==> src/rtl/hmbd_pkg.sv <==
// shared types, constants and decode functions of the memory bus decoder
package hmbd_pkg;

  localparam int ROM_BYTES = 32768;
  localparam int DMA_BYTES = 160;
  localparam int CART_AW   = $clog2(ROM_BYTES);

  // access kinds
  localparam logic [2:0] KIND_READ      = 3'd0;
  localparam logic [2:0] KIND_WRITE     = 3'd1;
  localparam logic [2:0] KIND_TIMER     = 3'd2;
  localparam logic [2:0] KIND_LOAD_CART = 3'd3;
  localparam logic [2:0] KIND_LOAD_BOOT = 3'd4;

  // special addresses
  localparam logic [15:0] ADDR_DIV      = 16'hFF04;
  localparam logic [15:0] ADDR_TIMA     = 16'hFF05;
  localparam logic [15:0] ADDR_IF       = 16'hFF0F;
  localparam logic [15:0] ADDR_DMA      = 16'hFF46;
  localparam logic [15:0] ADDR_BOOT_OFF = 16'hFF50;
  localparam logic [15:0] ADDR_IE       = 16'hFFFF;

  localparam logic [7:0] DMA_LAST = 8'(DMA_BYTES - 1);

  typedef enum logic [3:0] {
    RGN_BOOT, RGN_CART, RGN_VRAM, RGN_SRAM, RGN_WRAM,
    RGN_OAM, RGN_IO, RGN_HRAM, RGN_IE
  } region_t;

  typedef enum logic [2:0] {
    ST_IDLE, ST_ACC, ST_DMA_RD, ST_DMA_WR, ST_RESP
  } state_t;

  typedef struct packed {
    logic capture;
    logic access;
    logic dma_rd;
    logic dma_wr;
    logic load_out;
  } ctrl_cmd_t;

  typedef struct packed {
    logic is_dma;
    logic dma_last;
    logic out_free;
  } ctrl_sts_t;

  // address map decode
  function automatic region_t region_of(logic [15:0] a, logic overlay);
    region_t r;
    if (!a[15]) r = (overlay && a[15:8] == 8'h00) ? RGN_BOOT : RGN_CART;
    else if (a <= 16'h9FFF) r = RGN_VRAM;
    else if (a <= 16'hBFFF) r = RGN_SRAM;
    else if (a <= 16'hFDFF) r = RGN_WRAM;
    else if (a <= 16'hFEFF) r = RGN_OAM;
    else if (a <= 16'hFF7F) r = RGN_IO;
    else if (a <= 16'hFFFE) r = RGN_HRAM;
    else r = RGN_IE;
    return r;
  endfunction

  // bits forced high on an i/o register write
  function automatic logic [7:0] io_fill(logic [6:0] i);
    logic [7:0] m;
    case (i) inside
      7'h00, 7'h20:                         m = 8'hC0;
      7'h02:                                m = 8'h7E;
      7'h03, 7'h15, 7'h1F, 7'h27, 7'h28, 7'h29,
      [7'h08:7'h0E], [7'h4C:7'h7F]:         m = 8'hFF;
      7'h07:                                m = 8'hF8;
      7'h0F:                                m = 8'hE0;
      7'h10, 7'h41:                         m = 8'h80;
      7'h1A:                                m = 8'h7F;
      7'h1C:                                m = 8'h9F;
      7'h23:                                m = 8'h3F;
      7'h26:                                m = 8'h70;
      default:                              m = 8'h00;
    endcase
    return m;
  endfunction

  // i/o register contents after reset
  function automatic logic [7:0] io_reset(logic [6:0] i);
    logic [7:0] v;
    case (i)
      7'h00:   v = 8'hC1;
      7'h41:   v = 8'h83;
      default: v = 8'h00;
    endcase
    return v;
  endfunction

endpackage

==> src/rtl/hmbd_ctrl.sv <==
// controller state machine of the memory bus decoder
module hmbd_ctrl import hmbd_pkg::*; (
  input  logic      clk,
  input  logic      rst,
  input  logic      in_valid,
  output logic      in_ready,
  input  ctrl_sts_t sts,
  output ctrl_cmd_t cmd
);

  state_t state, state_next;

  // state register
  always_ff @(posedge clk) begin
    if (rst) state <= ST_IDLE;
    else state <= state_next;
  end

  // next state and commands
  always_comb begin
    state_next = state;
    cmd = '0;
    in_ready = 1'b0;
    case (state)
      ST_IDLE: begin
        in_ready = 1'b1;
        if (in_valid) begin
          cmd.capture = 1'b1;
          state_next = ST_ACC;
        end
      end
      ST_ACC: begin
        cmd.access = 1'b1;
        state_next = sts.is_dma ? ST_DMA_RD : ST_RESP;
      end
      ST_DMA_RD: begin
        cmd.dma_rd = 1'b1;
        state_next = ST_DMA_WR;
      end
      ST_DMA_WR: begin
        cmd.dma_wr = 1'b1;
        state_next = sts.dma_last ? ST_RESP : ST_DMA_RD;
      end
      ST_RESP: begin
        if (sts.out_free) begin
          cmd.load_out = 1'b1;
          state_next = ST_IDLE;
        end
      end
      default: state_next = ST_IDLE;
    endcase
  end

endmodule

==> config.mk <==
export PLATFORM = sky130hd
export DESIGN_NAME = hmbd_ctrl
export DESIGN_NICKNAME = d
export VERILOG_FILES = /design/src/rtl/hmbd_pkg.sv /design/src/rtl/hmbd_ctrl.sv
export SDC_FILE = /design/constraint.sdc
export NUM_CORES = 1
export LEC_CHECK = 0
export ABC_CLOCK_PERIOD_IN_PS = 1600
export BUFFER_PORTS_ARGS = -buffer_cell sky130_fd_sc_hd__buf_2
export CORE_AREA = 2 2 39 41
export DETAILED_ROUTE_END_ITERATION = 10
export DIE_AREA = 0 0 41 43
export PLACE_DENSITY = 0.38
export SYNTH_ARGS = -nofsm -noshare
export SYNTH_HDL_FRONTEND = slang
export SYNTH_SLANG_ARGS = --single-unit
==> constraint.sdc <==
create_clock -name clk -period 1.6 [get_ports clk]
set_clock_uncertainty 0.15 [all_clocks]
set_input_delay 0.16 -clock clk [delete_from_list [all_inputs] [get_ports clk]]
set_output_delay 0.16 -clock clk [all_outputs]
set_load 0.02 [all_outputs]
==> results of run 1 <==
-- tightest hold or removal path: cells and delay by family --
| kind | cells | cell delay (ps) |
|---|---|---|
| and+or+nand+nor | 2 | 110 |
| buffers and inverters | 1 | 100 |
-- cells in the mapped netlist (2+ instances only) --
cell type and instances:
buf_2 2, dfxtp_1 3, or4b_1 2, nor3b_1 2
-- layout make-up --
| class | instances | area share [%] |
|---|---|---|
| clock buffers | 4 | 9.05 |
| multi-input cells | 15 | 40.9 |
| flip-flops and latches | 3 | 20.7 |
| well taps | 16 | 6.90 |
| repair buffers | 12 | 22.4 |
-- cell families (layout without fill, tap and decap cells) --
| logic type | count (synthesis) | after routing | synth area share, % |
|---|---|---|---|
| DFF | 3 | 3 | 30.0 |
| and+or+nand+nor | 12 | 12 | 47.5 |
| buffers and inverters | 3 | 16 | 10.6 |
| AOI/OAI and AO/OA | 3 | 3 | 11.9 |
-- routing by layer --
layer	up-vias	routed length (um)	GRT usage, %
met4	0	0	10.0
met2	8	199	6.88
met5	-	0	0
li1	106	-	-
met1	87	236	9.84
met3	0	41	5.24
-- per-stage QoR --
| step | worst slack (ps) | instances |
|---|---|---|
| floorplan | 4.35 | 21 |
| global placement | 273 | 45 |
| detailed placement | 267 | 45 |
| CTS | 108 | 50 |
| global route | 55.8 | 50 |
| finish | 134 | 50 |
-- power by group through the flow --
stage | Combinational [uW] | Sequential, uW | Clock (uW)
finish | 51.5 | 90.7 | 133
global route | 55.6 | 92.3 | 151
CTS | 52.3 | 90.5 | 141
detailed placement | 50.1 | 91.9 | 0
global placement | 50.7 | 91.7 | 0
floorplan | 43.4 | 82.4 | 0
-- what timing repair did --
| item | in CTS | in global routing |
|---|---|---|
| hold buffers | 1 | 0 |
| buffers inserted | 0 | 0 |
| endpoints found under the hold margin | 3 | 0 |
-- worst paths after layout --
check             slack, ps      from  cells after the start        to
setup / recovery        130  state[1]                      3    cmd[4]
hold / removal           50  in_valid                      3  state[0]
setup reg to reg        260  state[0]                      2  state[2]
hold reg to reg         450  state[1]                      2  state[0]
==> reports/results.tsv, run 1 <==
stage	metric	value	unit
run_status	run status	complete, no violations	
power_and_ir_drop	register share of total power	33.0	%
placed_design	Port-buffer cells	11	
synth	fraction of synthesis flops using an asynchronous set or reset pin	0	%
power_and_ir_drop	final total power	275	uW
power_and_ir_drop	switching portion of total power	27.9	%
synth	largest cells by area after synthesis	dfxtp_1, or4b_1, nor3b_1	
worst_setup_path	delay-heaviest family, CP	simple AND/OR/NAND/NOR gates	
clocking	latest clock arrival within the worst-skew pair	230	ps
clocking	CTS tree	done	
min_path	path category of the worst min-delay check	input pin to flip-flop	
drt	average detailed-routed wire length per instance	9.54	um
flow_run	max capacitance violation total	0	
worst_setup_path	CP Class	flip-flop to output pin	
clocking	number of clock sinks	3	
drt	vias after detailed routing	201	
worst_setup_path	largest fanout of any net on the critical path	11	
clocking	CTS Buffer Depth	2	
synth	number of distinct standard cells referenced by the synthesized netlist	16	
power_and_ir_drop	power density over cell area	949	nW/um^2
sta	Worst slew margin	79.8	%
sta	crit path time final	1470	ps
synth	EDFF count, synth	0	
sta	number of max-slew violations in the final report	0	
floorplanning	die area	1760	sq um
synth	share of the yosys chip area belonging to registers	30.0	%
sta	post-route setup TNS	0	ps
cells_and_area	final design instance area without fill	290	sq um
synth	Avg Inst Size Synth	9.53	sq um
worst_setup_path	data arrival at the endpoint of the critical path	1160	ps
cells_and_area	Final Net Count	41	
cells_and_area	ratio of cells with drive above 1 in the final layout	50.0	%
cells_and_area	number of fill cells in the layout	165	
cells_and_area	flip-flop count of the largest register, all copies and words added	3	
sta	count of final setup violators	0	
drt	Via-to-Cell Ratio	4.02	
cells_and_area	most common library cell in the layout ignoring fill and taps	buf_2	
power_and_ir_drop	switching component of the power	76.8	uW
floorplanning	standard-cell row count	14	
clocking	root buf cell	clkbuf_4	
global_routing	antenna violations before repair	0	
sta	FMAX	682	MHz
floorplanning	Initial Utilization	14.5	%
cells_and_area	area grow syn2layout	45.0	%
sta	portion of the clock cycle consumed by the worst path in the final layout	91.6	%
synth	Cells after Synth	21	
power_and_ir_drop	maximum vdd drop	0.000213	V
drt	Detailed Routing Iterations Pass 1	3	
floorplanning	Chip Width	41	um
power_and_ir_drop	Comb power frac	18.7	%
global_routing	first-pass GRT wire length	828	um
cells_and_area	commonest cells after routing, fill and taps aside	buf_2, clkbuf_4, dfxtp_1	
synth	top cell type by total area after synthesis	dfxtp_1	
drt	Antenna Nets Post-Route	0	
sta	endpoints failing hold	0	
power_and_ir_drop	relative contribution of the clock network to total power	48.3	%
sta	unrepaired setup endpoints after global routing	false	
drt	1st-iter DRT viols	2	
worst_setup_path	crit path max-delay cell type	dfxtp_1	
drt	DRC errors left	0	
synth	syn nets	27	
worst_setup_path	critical path's largest stage delay	380	ps
synth	post-synthesis instance area	200	sq um
power_and_ir_drop	leakage component of the power	0.000125	uW
clocking	clock-pin transition on the worst setup and hold timing paths	40	ps
global_routing	overall overflow remaining after global route	0	
worst_setup_path	Worst EP required	1290	ps
floorplanning	count of boundary I/O pins	12	
cells_and_area	multi-input logic area	119	sq um
cells_and_area	Final Core Density	21.0	%
clocking	htree depth	1	
placed_design	Cell Area, Placed	254	sq um
synth	synthesis warning total	0	
drt	Final Routed Wirelength	477	um
power_and_ir_drop	internal power consumption	199	uW
global_routing	combined global-route utilization of all metal layers	7.80	%
worst_setup_path	Critical path buffers and inverters	1	
cells_and_area	most flop-heavy register	state	
clocking	number of clock buffers inserted by TritonCTS	3	
cells_and_area	Inserted Diodes	0	
global_routing	via count of the first global-routing pass	186	
worst_setup_path	endpoint type of the worst setup path	output pin	
clocking	Gates resized, CTS repair	0	
worst_setup_path	cell breakdown of the critical path	nor3_1 > and2_1 > buf_2	
synth	main flop type after synthesis	dfxtp_1	
sta	worst hold slack after final layout	48.3	ps
global_routing	largest net degree at the start of global routing	12	
floorplanning	Core Box Area	1380	sq um
worst_setup_path	startpoint type of the worst setup path	flip-flop	
synth	post-synth top area share	30.0	%
cells_and_area	FF/Latch Area	60.1	sq um
cells_and_area	registers with the most flip-flops	state: 3 flops	
placed_design	GPL Wtd Cong	0.621	
floorplanning	die span in y	43	um
sta	worst-margin pin slew	302	ps
synth	post-synthesis register bit count	3	
placed_design	sum of net half-perimeters after detailed placement	336	um
Note: power is estimated with default switching activity, not from simulation.
==> run 2: changes to the inputs <==
--- a/config.mk
+++ b/config.mk
@@ -10,7 +10,7 @@
 export CORE_AREA = 2 2 39 41
 export DETAILED_ROUTE_END_ITERATION = 10
 export DIE_AREA = 0 0 41 43
-export PLACE_DENSITY = 0.38
+export PLACE_DENSITY = 0.42
 export SYNTH_ARGS = -nofsm -noshare
 export SYNTH_HDL_FRONTEND = slang
 export SYNTH_SLANG_ARGS = --single-unit
==> run 2 against run 1 <==
Clock-buffer cell count stayed put. Critical path type unchanged. Largest power group unchanged. Sequential share of layout area stayed put. Sequential cell count stayed put. Critical path depth stayed put. Cell count stayed put. Maximum frequency is 0.42% lower.
==> reports/results.tsv, run 2 (synthesized netlist as in run 1, its figures left out) <==
stage	metric	value	unit	change
run_status	run status	complete, no violations		
drt	Via-to-Cell Ratio	4.16		+3.5%
clocking	number of clock buffers inserted by TritonCTS	3		unchanged
sta	worst hold slack after final layout	74.4	ps	+26.2 ps
floorplanning	Initial Utilization	14.5	%	unchanged
worst_setup_path	endpoint type of the worst setup path	output pin		
cells_and_area	commonest cells after routing, fill and taps aside	buf_2, clkbuf_4, dfxtp_1		
global_routing	largest net degree at the start of global routing	12		unchanged
drt	DRC errors left	0		unchanged
worst_setup_path	crit path max-delay cell type	dfxtp_1		
sta	unrepaired setup endpoints after global routing	false		
global_routing	combined global-route utilization of all metal layers	8.02	%	+0.22 points
floorplanning	standard-cell row count	14		unchanged
floorplanning	die area	1760	sq um	unchanged
cells_and_area	flip-flop count of the largest register, all copies and words added	3		unchanged
clocking	CTS tree	done		
cells_and_area	Inserted Diodes	0		unchanged
min_path	path category of the worst min-delay check	input pin to flip-flop		
floorplanning	Chip Width	41	um	unchanged
power_and_ir_drop	power density over cell area	954	nW/um^2	+0.54%
worst_setup_path	startpoint type of the worst setup path	flip-flop		
clocking	root buf cell	clkbuf_4		
worst_setup_path	largest fanout of any net on the critical path	11		unchanged
worst_setup_path	CP Class	flip-flop to output pin		
floorplanning	Core Box Area	1380	sq um	unchanged
sta	FMAX	679	MHz	-0.42%
clocking	clock-pin transition on the worst setup and hold timing paths	40	ps	about the same
drt	1st-iter DRT viols	0		-2
global_routing	antenna violations before repair	0		unchanged
worst_setup_path	Worst EP required	1290	ps	about the same
sta	Worst slew margin	78.8	%	-1.1 points
cells_and_area	most common library cell in the layout ignoring fill and taps	buf_2		
power_and_ir_drop	maximum vdd drop	0.000373	V	+75%
drt	average detailed-routed wire length per instance	11.0	um	+15%
global_routing	first-pass GRT wire length	897	um	+8.3%
clocking	number of clock sinks	3		unchanged
sta	portion of the clock cycle consumed by the worst path in the final layout	92.0	%	+0.39 points
flow_run	max capacitance violation total	0		unchanged
global_routing	via count of the first global-routing pass	196		+5.4%
worst_setup_path	critical path's largest stage delay	390	ps	about the same
drt	Final Routed Wirelength	549	um	+15%
worst_setup_path	data arrival at the endpoint of the critical path	1160	ps	about the same
drt	Met2 Wirelength	191	um	-4.0%
drt	top metal layer carrying routed signals	met3		
global_routing	overall overflow remaining after global route	0		unchanged
sta	worst-margin pin slew	318	ps	+16.2 ps
drt	Detailed Routing Iterations Pass 1	1		-2
sta	count of final setup violators	0		unchanged
cells_and_area	ratio of cells with drive above 1 in the final layout	50.0	%	unchanged
clocking	latest clock arrival within the worst-skew pair	230	ps	about the same
cells_and_area	Final Net Count	41		unchanged
cells_and_area	most flop-heavy register	state		
worst_setup_path	cell breakdown of the critical path	nor3_1 > and2_1 > buf_2		
clocking	Post-CTS Setup Inserts	0		unchanged
cells_and_area	registers with the most flip-flops	state: 3 flops		
floorplanning	count of boundary I/O pins	12		unchanged
sta	crit path time final	1470	ps	+6.23 ps
drt	vias after detailed routing	208		+3.5%
cells_and_area	area grow syn2layout	45.0	%	unchanged
floorplanning	die span in y	43	um	unchanged
placed_design	Port-buffer cells	11		unchanged
power_and_ir_drop	leakage component of the power	0.000125	uW	unchanged
sta	post-route setup TNS	0	ps	unchanged
clocking	htree depth	1		unchanged
sta	endpoints failing hold	0		unchanged
drt	wire length on met1	294	um	+25%
drt	Antenna Nets Post-Route	0		unchanged
drt	met3 wirelength from detailed routing	63	um	+54%
sta	number of max-slew violations in the final report	0		unchanged
clocking	CTS Buffer Depth	2		unchanged
placed_design	GPL Wtd Cong	0.605		-2.6%
-- run 2: cell counts in the layout (fill, tap and decap cells not counted) --
Identical to the previous run, type by type.
-- run 2: per-layer routing --
metal	up-vias	global-route usage, %
li1	108	-
met2	12	8.75
met1	88	10.6
met5	-	0
met4	0	4.00
met3	0	6.81
-- run 2: per-stage QoR --
stage | worst slack (ps) | std cells | cell area (sq um) | utilization (%) | power (uW)
2_1_floorplan | 4.35 | 21 | 200 | - | 126
3_3_place_gp | 277 | 45 | 254 | 18.4 | 142
3_5_place_dp | 275 | 45 | 254 | 18.4 | 143
4_1_cts | 116 | 50 | 290 | 21.0 | 286
5_1_grt | 16.9 | 50 | 290 | 21.0 | 305
6_report | 128 | 50 | 290 | 21.0 | 277
-- run 2: final cells by class --
cell class,count,area [sq um]
Timing Repair Buffer,12,65.1
Sequential cell,3,60.1
Clock buffer,4,26.3
Multi-Input combinational cell,15,119
Fill cell,161,1090
Tap cell,16,20.0
-- run 2: final timing paths --
kind	depth (start not counted)	slack, ps	startpoint	endpoint
worst max register to register	2	260	state[2]	state[2]
worst min-delay path	3	70	sts[0]	state[2]
worst max-delay path	3	130	state[1]	cmd[4]
worst min register to register	2	480	state[0]	state[2]
-- run 2: repair_timing --
action                                 4_1_cts  5_1_grt
resized for setup                            0        0
endpoints found under the hold margin        3        0
hold buffers                                 1        0
setup endpoints to repair                    0        0
-- run 2: power by group --
part	total [uW]	internal, uW	switching, uW
Combinational	52.0	25.2	26.9
Sequential	91.6	80.0	11.6
Clock	133	93.5	39.7
-- run 2: critical path: cells and delay by family, from the launching register on --
family	cells	cell delay [ps]
flops	1	390
simple gates	2	390
buf+inv	1	160
==> run 3: changes to the inputs <==
--- a/config.mk
+++ b/config.mk
@@ -5,12 +5,13 @@
 export SDC_FILE = /design/constraint.sdc
 export NUM_CORES = 1
 export LEC_CHECK = 0
-export ABC_CLOCK_PERIOD_IN_PS = 1600
+export ABC_CLOCK_PERIOD_IN_PS = 1280
 export BUFFER_PORTS_ARGS = -buffer_cell sky130_fd_sc_hd__buf_2
 export CORE_AREA = 2 2 39 41
 export DETAILED_ROUTE_END_ITERATION = 10
 export DIE_AREA = 0 0 41 43
-export PLACE_DENSITY = 0.42
+export PLACE_DENSITY = 0.43
+export SKIP_CTS_REPAIR_TIMING = 1
 export SYNTH_ARGS = -nofsm -noshare
 export SYNTH_HDL_FRONTEND = slang
 export SYNTH_SLANG_ARGS = --single-unit
==> constraint.sdc (replaced) <==
create_clock -name clk -period 1.28 [get_ports clk]
set_clock_uncertainty 0.15 [all_clocks]
set_input_delay 0.128 -clock clk [delete_from_list [all_inputs] [get_ports clk]]
set_output_delay 0.128 -clock clk [all_outputs]
set_load 0.02 [all_outputs]
==> run 3 against run 2 <==
The run now ends with negative setup slack left. Core utilization rose by 8.5 points. Sequential cell count unchanged. Non-clock buffer count is 5 higher. Clock power up 27%. Die area did not move. Register-to-register slack got worse by 210 ps. Worst setup slack worse by 270 ps. Power grew 46%. Sequential share of layout area fell by 4.4 points. Via count up 11%. Routed wire length increased by 3.6%. Cell area grew 41%. Critical path type unchanged. Highest routed layer is now met4.
==> reports/results.tsv, run 3 (synthesized netlist as in run 1, its figures left out) <==
stage	metric	value	unit	change
cells_and_area	final design instance area without fill	408	sq um	+41%
floorplanning	count of boundary I/O pins	12		unchanged
global_routing	via count of the first global-routing pass	182		-7.1%
cells_and_area	Cell Count, Final, Fillers Out	55		+10%
drt	vias after detailed routing	231		+11%
placed_design	sum of net half-perimeters after detailed placement	386	um	
sta	FMAX	704	MHz	
run_status	run status	complete, but fails checks		
floorplanning	Core Box Area	1380	sq um	unchanged
clocking	latest clock arrival within the worst-skew pair	240	ps	about the same
power_and_ir_drop	maximum vdd drop	0.000327	V	-12%
clocking	clock-pin transition on the worst setup and hold timing paths	40	ps	about the same
placed_design	GPL Wtd Cong	0.639		+5.6%
power_and_ir_drop	final total power	403	uW	+46%
sta	Worst slew margin	84.8	%	+6.0 points
worst_setup_path	largest fanout of any net on the critical path	9		-2
floorplanning	die area	1760	sq um	unchanged
floorplanning	die span in y	43	um	unchanged
drt	DRC errors left	0		unchanged
worst_setup_path	startpoint type of the worst setup path	flip-flop		
drt	1st-iter DRT viols	7		+7
cells_and_area	registers with the most flip-flops	state: 3 flops		
sta	post-route setup TNS	-439	ps	-439 ps
clocking	CTS Buffer Depth	2		unchanged
worst_setup_path	data arrival at the endpoint of the critical path	1140	ps	-20 ps
cells_and_area	Final Net Count	46		+12%
floorplanning	Chip Width	41	um	unchanged
clocking	number of clock buffers inserted by TritonCTS	3		unchanged
sta	number of max-slew violations in the final report	0		unchanged
cells_and_area	most common library cell in the layout ignoring fill and taps	buf_6		
sta	Setup WS post-layout	-141	ps	-269 ps
drt	Via-to-Cell Ratio	4.20		+0.96%
global_routing	first-pass GRT wire length	752	um	-16%
drt	Final Routed Wirelength	569	um	+3.6%
clocking	root buf cell	clkbuf_4		
global_routing	largest net degree at the start of global routing	10		-2
clocking	CTS tree	done		
worst_setup_path	Worst EP required	1000	ps	-290 ps
sta	unrepaired setup endpoints after global routing	true		
cells_and_area	flip-flop count of the largest register, all copies and words added	3		unchanged
worst_setup_path	endpoint type of the worst setup path	output pin		
cells_and_area	most flop-heavy register	state		
cells_and_area	area grow syn2layout	104	%	
placed_design	Placed Instances	48		+6.7%
flow_run	max capacitance violation total	0		unchanged
clocking	htree depth	1		unchanged
global_routing	antenna violations before repair	0		unchanged
floorplanning	standard-cell row count	14		unchanged
worst_setup_path	CP Class	flip-flop to output pin		
sta	endpoints failing hold	0		unchanged
drt	Antenna Nets Post-Route	0		unchanged
cells_and_area	number of fill cells in the layout	151		-6.2%
drt	Detailed Routing Iterations Pass 1	2		+1
global_routing	combined global-route utilization of all metal layers	7.14	%	-0.89 points
clocking	number of clock sinks	3		unchanged
placed_design	Port-buffer cells	11		unchanged
sta	count of final setup violators	6		+6
global_routing	overall overflow remaining after global route	0		unchanged
cells_and_area	ratio of cells with drive above 1 in the final layout	74.4	%	+24 points
sta	portion of the clock cycle consumed by the worst path in the final layout	111	%	
placed_design	Cell Area, Placed	300	sq um	+18%
power_and_ir_drop	power density over cell area	989	nW/um^2	+3.7%
cells_and_area	commonest cells after routing, fill and taps aside	buf_6, buf_2, buf_4		
power_and_ir_drop	leakage component of the power	0.000176	uW	+41%
floorplanning	Initial Utilization	14.5	%	unchanged
cells_and_area	Inserted Diodes	0		unchanged
sta	worst-margin pin slew	226	ps	-91.7 ps
drt	average detailed-routed wire length per instance	10.3	um	-5.8%
run_status	violated checks	negative setup slack		
min_path	path category of the worst min-delay check	input pin to flip-flop		
sta	crit path time final	1420	ps	
run 3: cell count changes in the layout (fill, tap and decap cells not counted):
cell / previous run / this run
nor3b_1: 2 / 0
and2_4: 0 / 1
dfxtp_1: 3 / 0
buf_4: 0 / 4
buf_6: 0 / 6
dfxtp_2: 0 / 2
buf_2: 11 / 5
nor3b_2: 0 / 2
and2_1: 1 / 0
buf_12: 0 / 1
dfxtp_4: 0 / 1
nor3_1: 1 / 0
nor3_4: 0 / 1
run 3: critical path, cell delays in order (launching register included):
cell and delay (ps):
dfxtp_2 320, buf_12 130, nor3_4 180, and2_4 170
buf_6 110
run 3: routing by layer:
layer  vias to the layer above  GRT usage [%]  wire length [um]
met5                         -              0                 0
met4                         0           10.0                 9
met3                         2           1.57                38
met2                        10           8.44               297
met1                       102           8.39               223
li1                        117              -                 -
run 3: report_power, final:
part           switching [uW]  internal, uW  leakage [uW]
clock                    52.1           117     0.0000150
sequential               6.50           100     0.0000261
combinational            53.4          74.0      0.000135
run 3: layout make-up:
class	instances	area, sq um	share of cell area [%]
repair buffers	17	153	37.4
multi-input cells	15	143	35.0
flip-flops and latches	3	66.3	16.3
clock buffers	4	26.3	6.44
well taps	16	20.0	4.91
run 3: path summary, 6_finish.rpt:
kind | start | to | slack, ps | cells after the start
max | state[1] | cmd[4] | -140 | 4
min reg2reg | state[0] | state[2] | 380 | 2
min | in_valid | state[0] | 9 | 3
max reg2reg | state[0] | state[1] | 50 | 4
run 3: through the flow:
stage	util (%)	setup slack (ps)	hold slack [ps]
5_1_grt	29.5	-176	21.2
6_report	29.5	-141	8.66
3_5_place_dp	21.7	65.4	184
3_3_place_gp	21.7	68.2	185
2_1_floorplan	-	5.35	47.4
4_1_cts	23.6	-198	-75.3
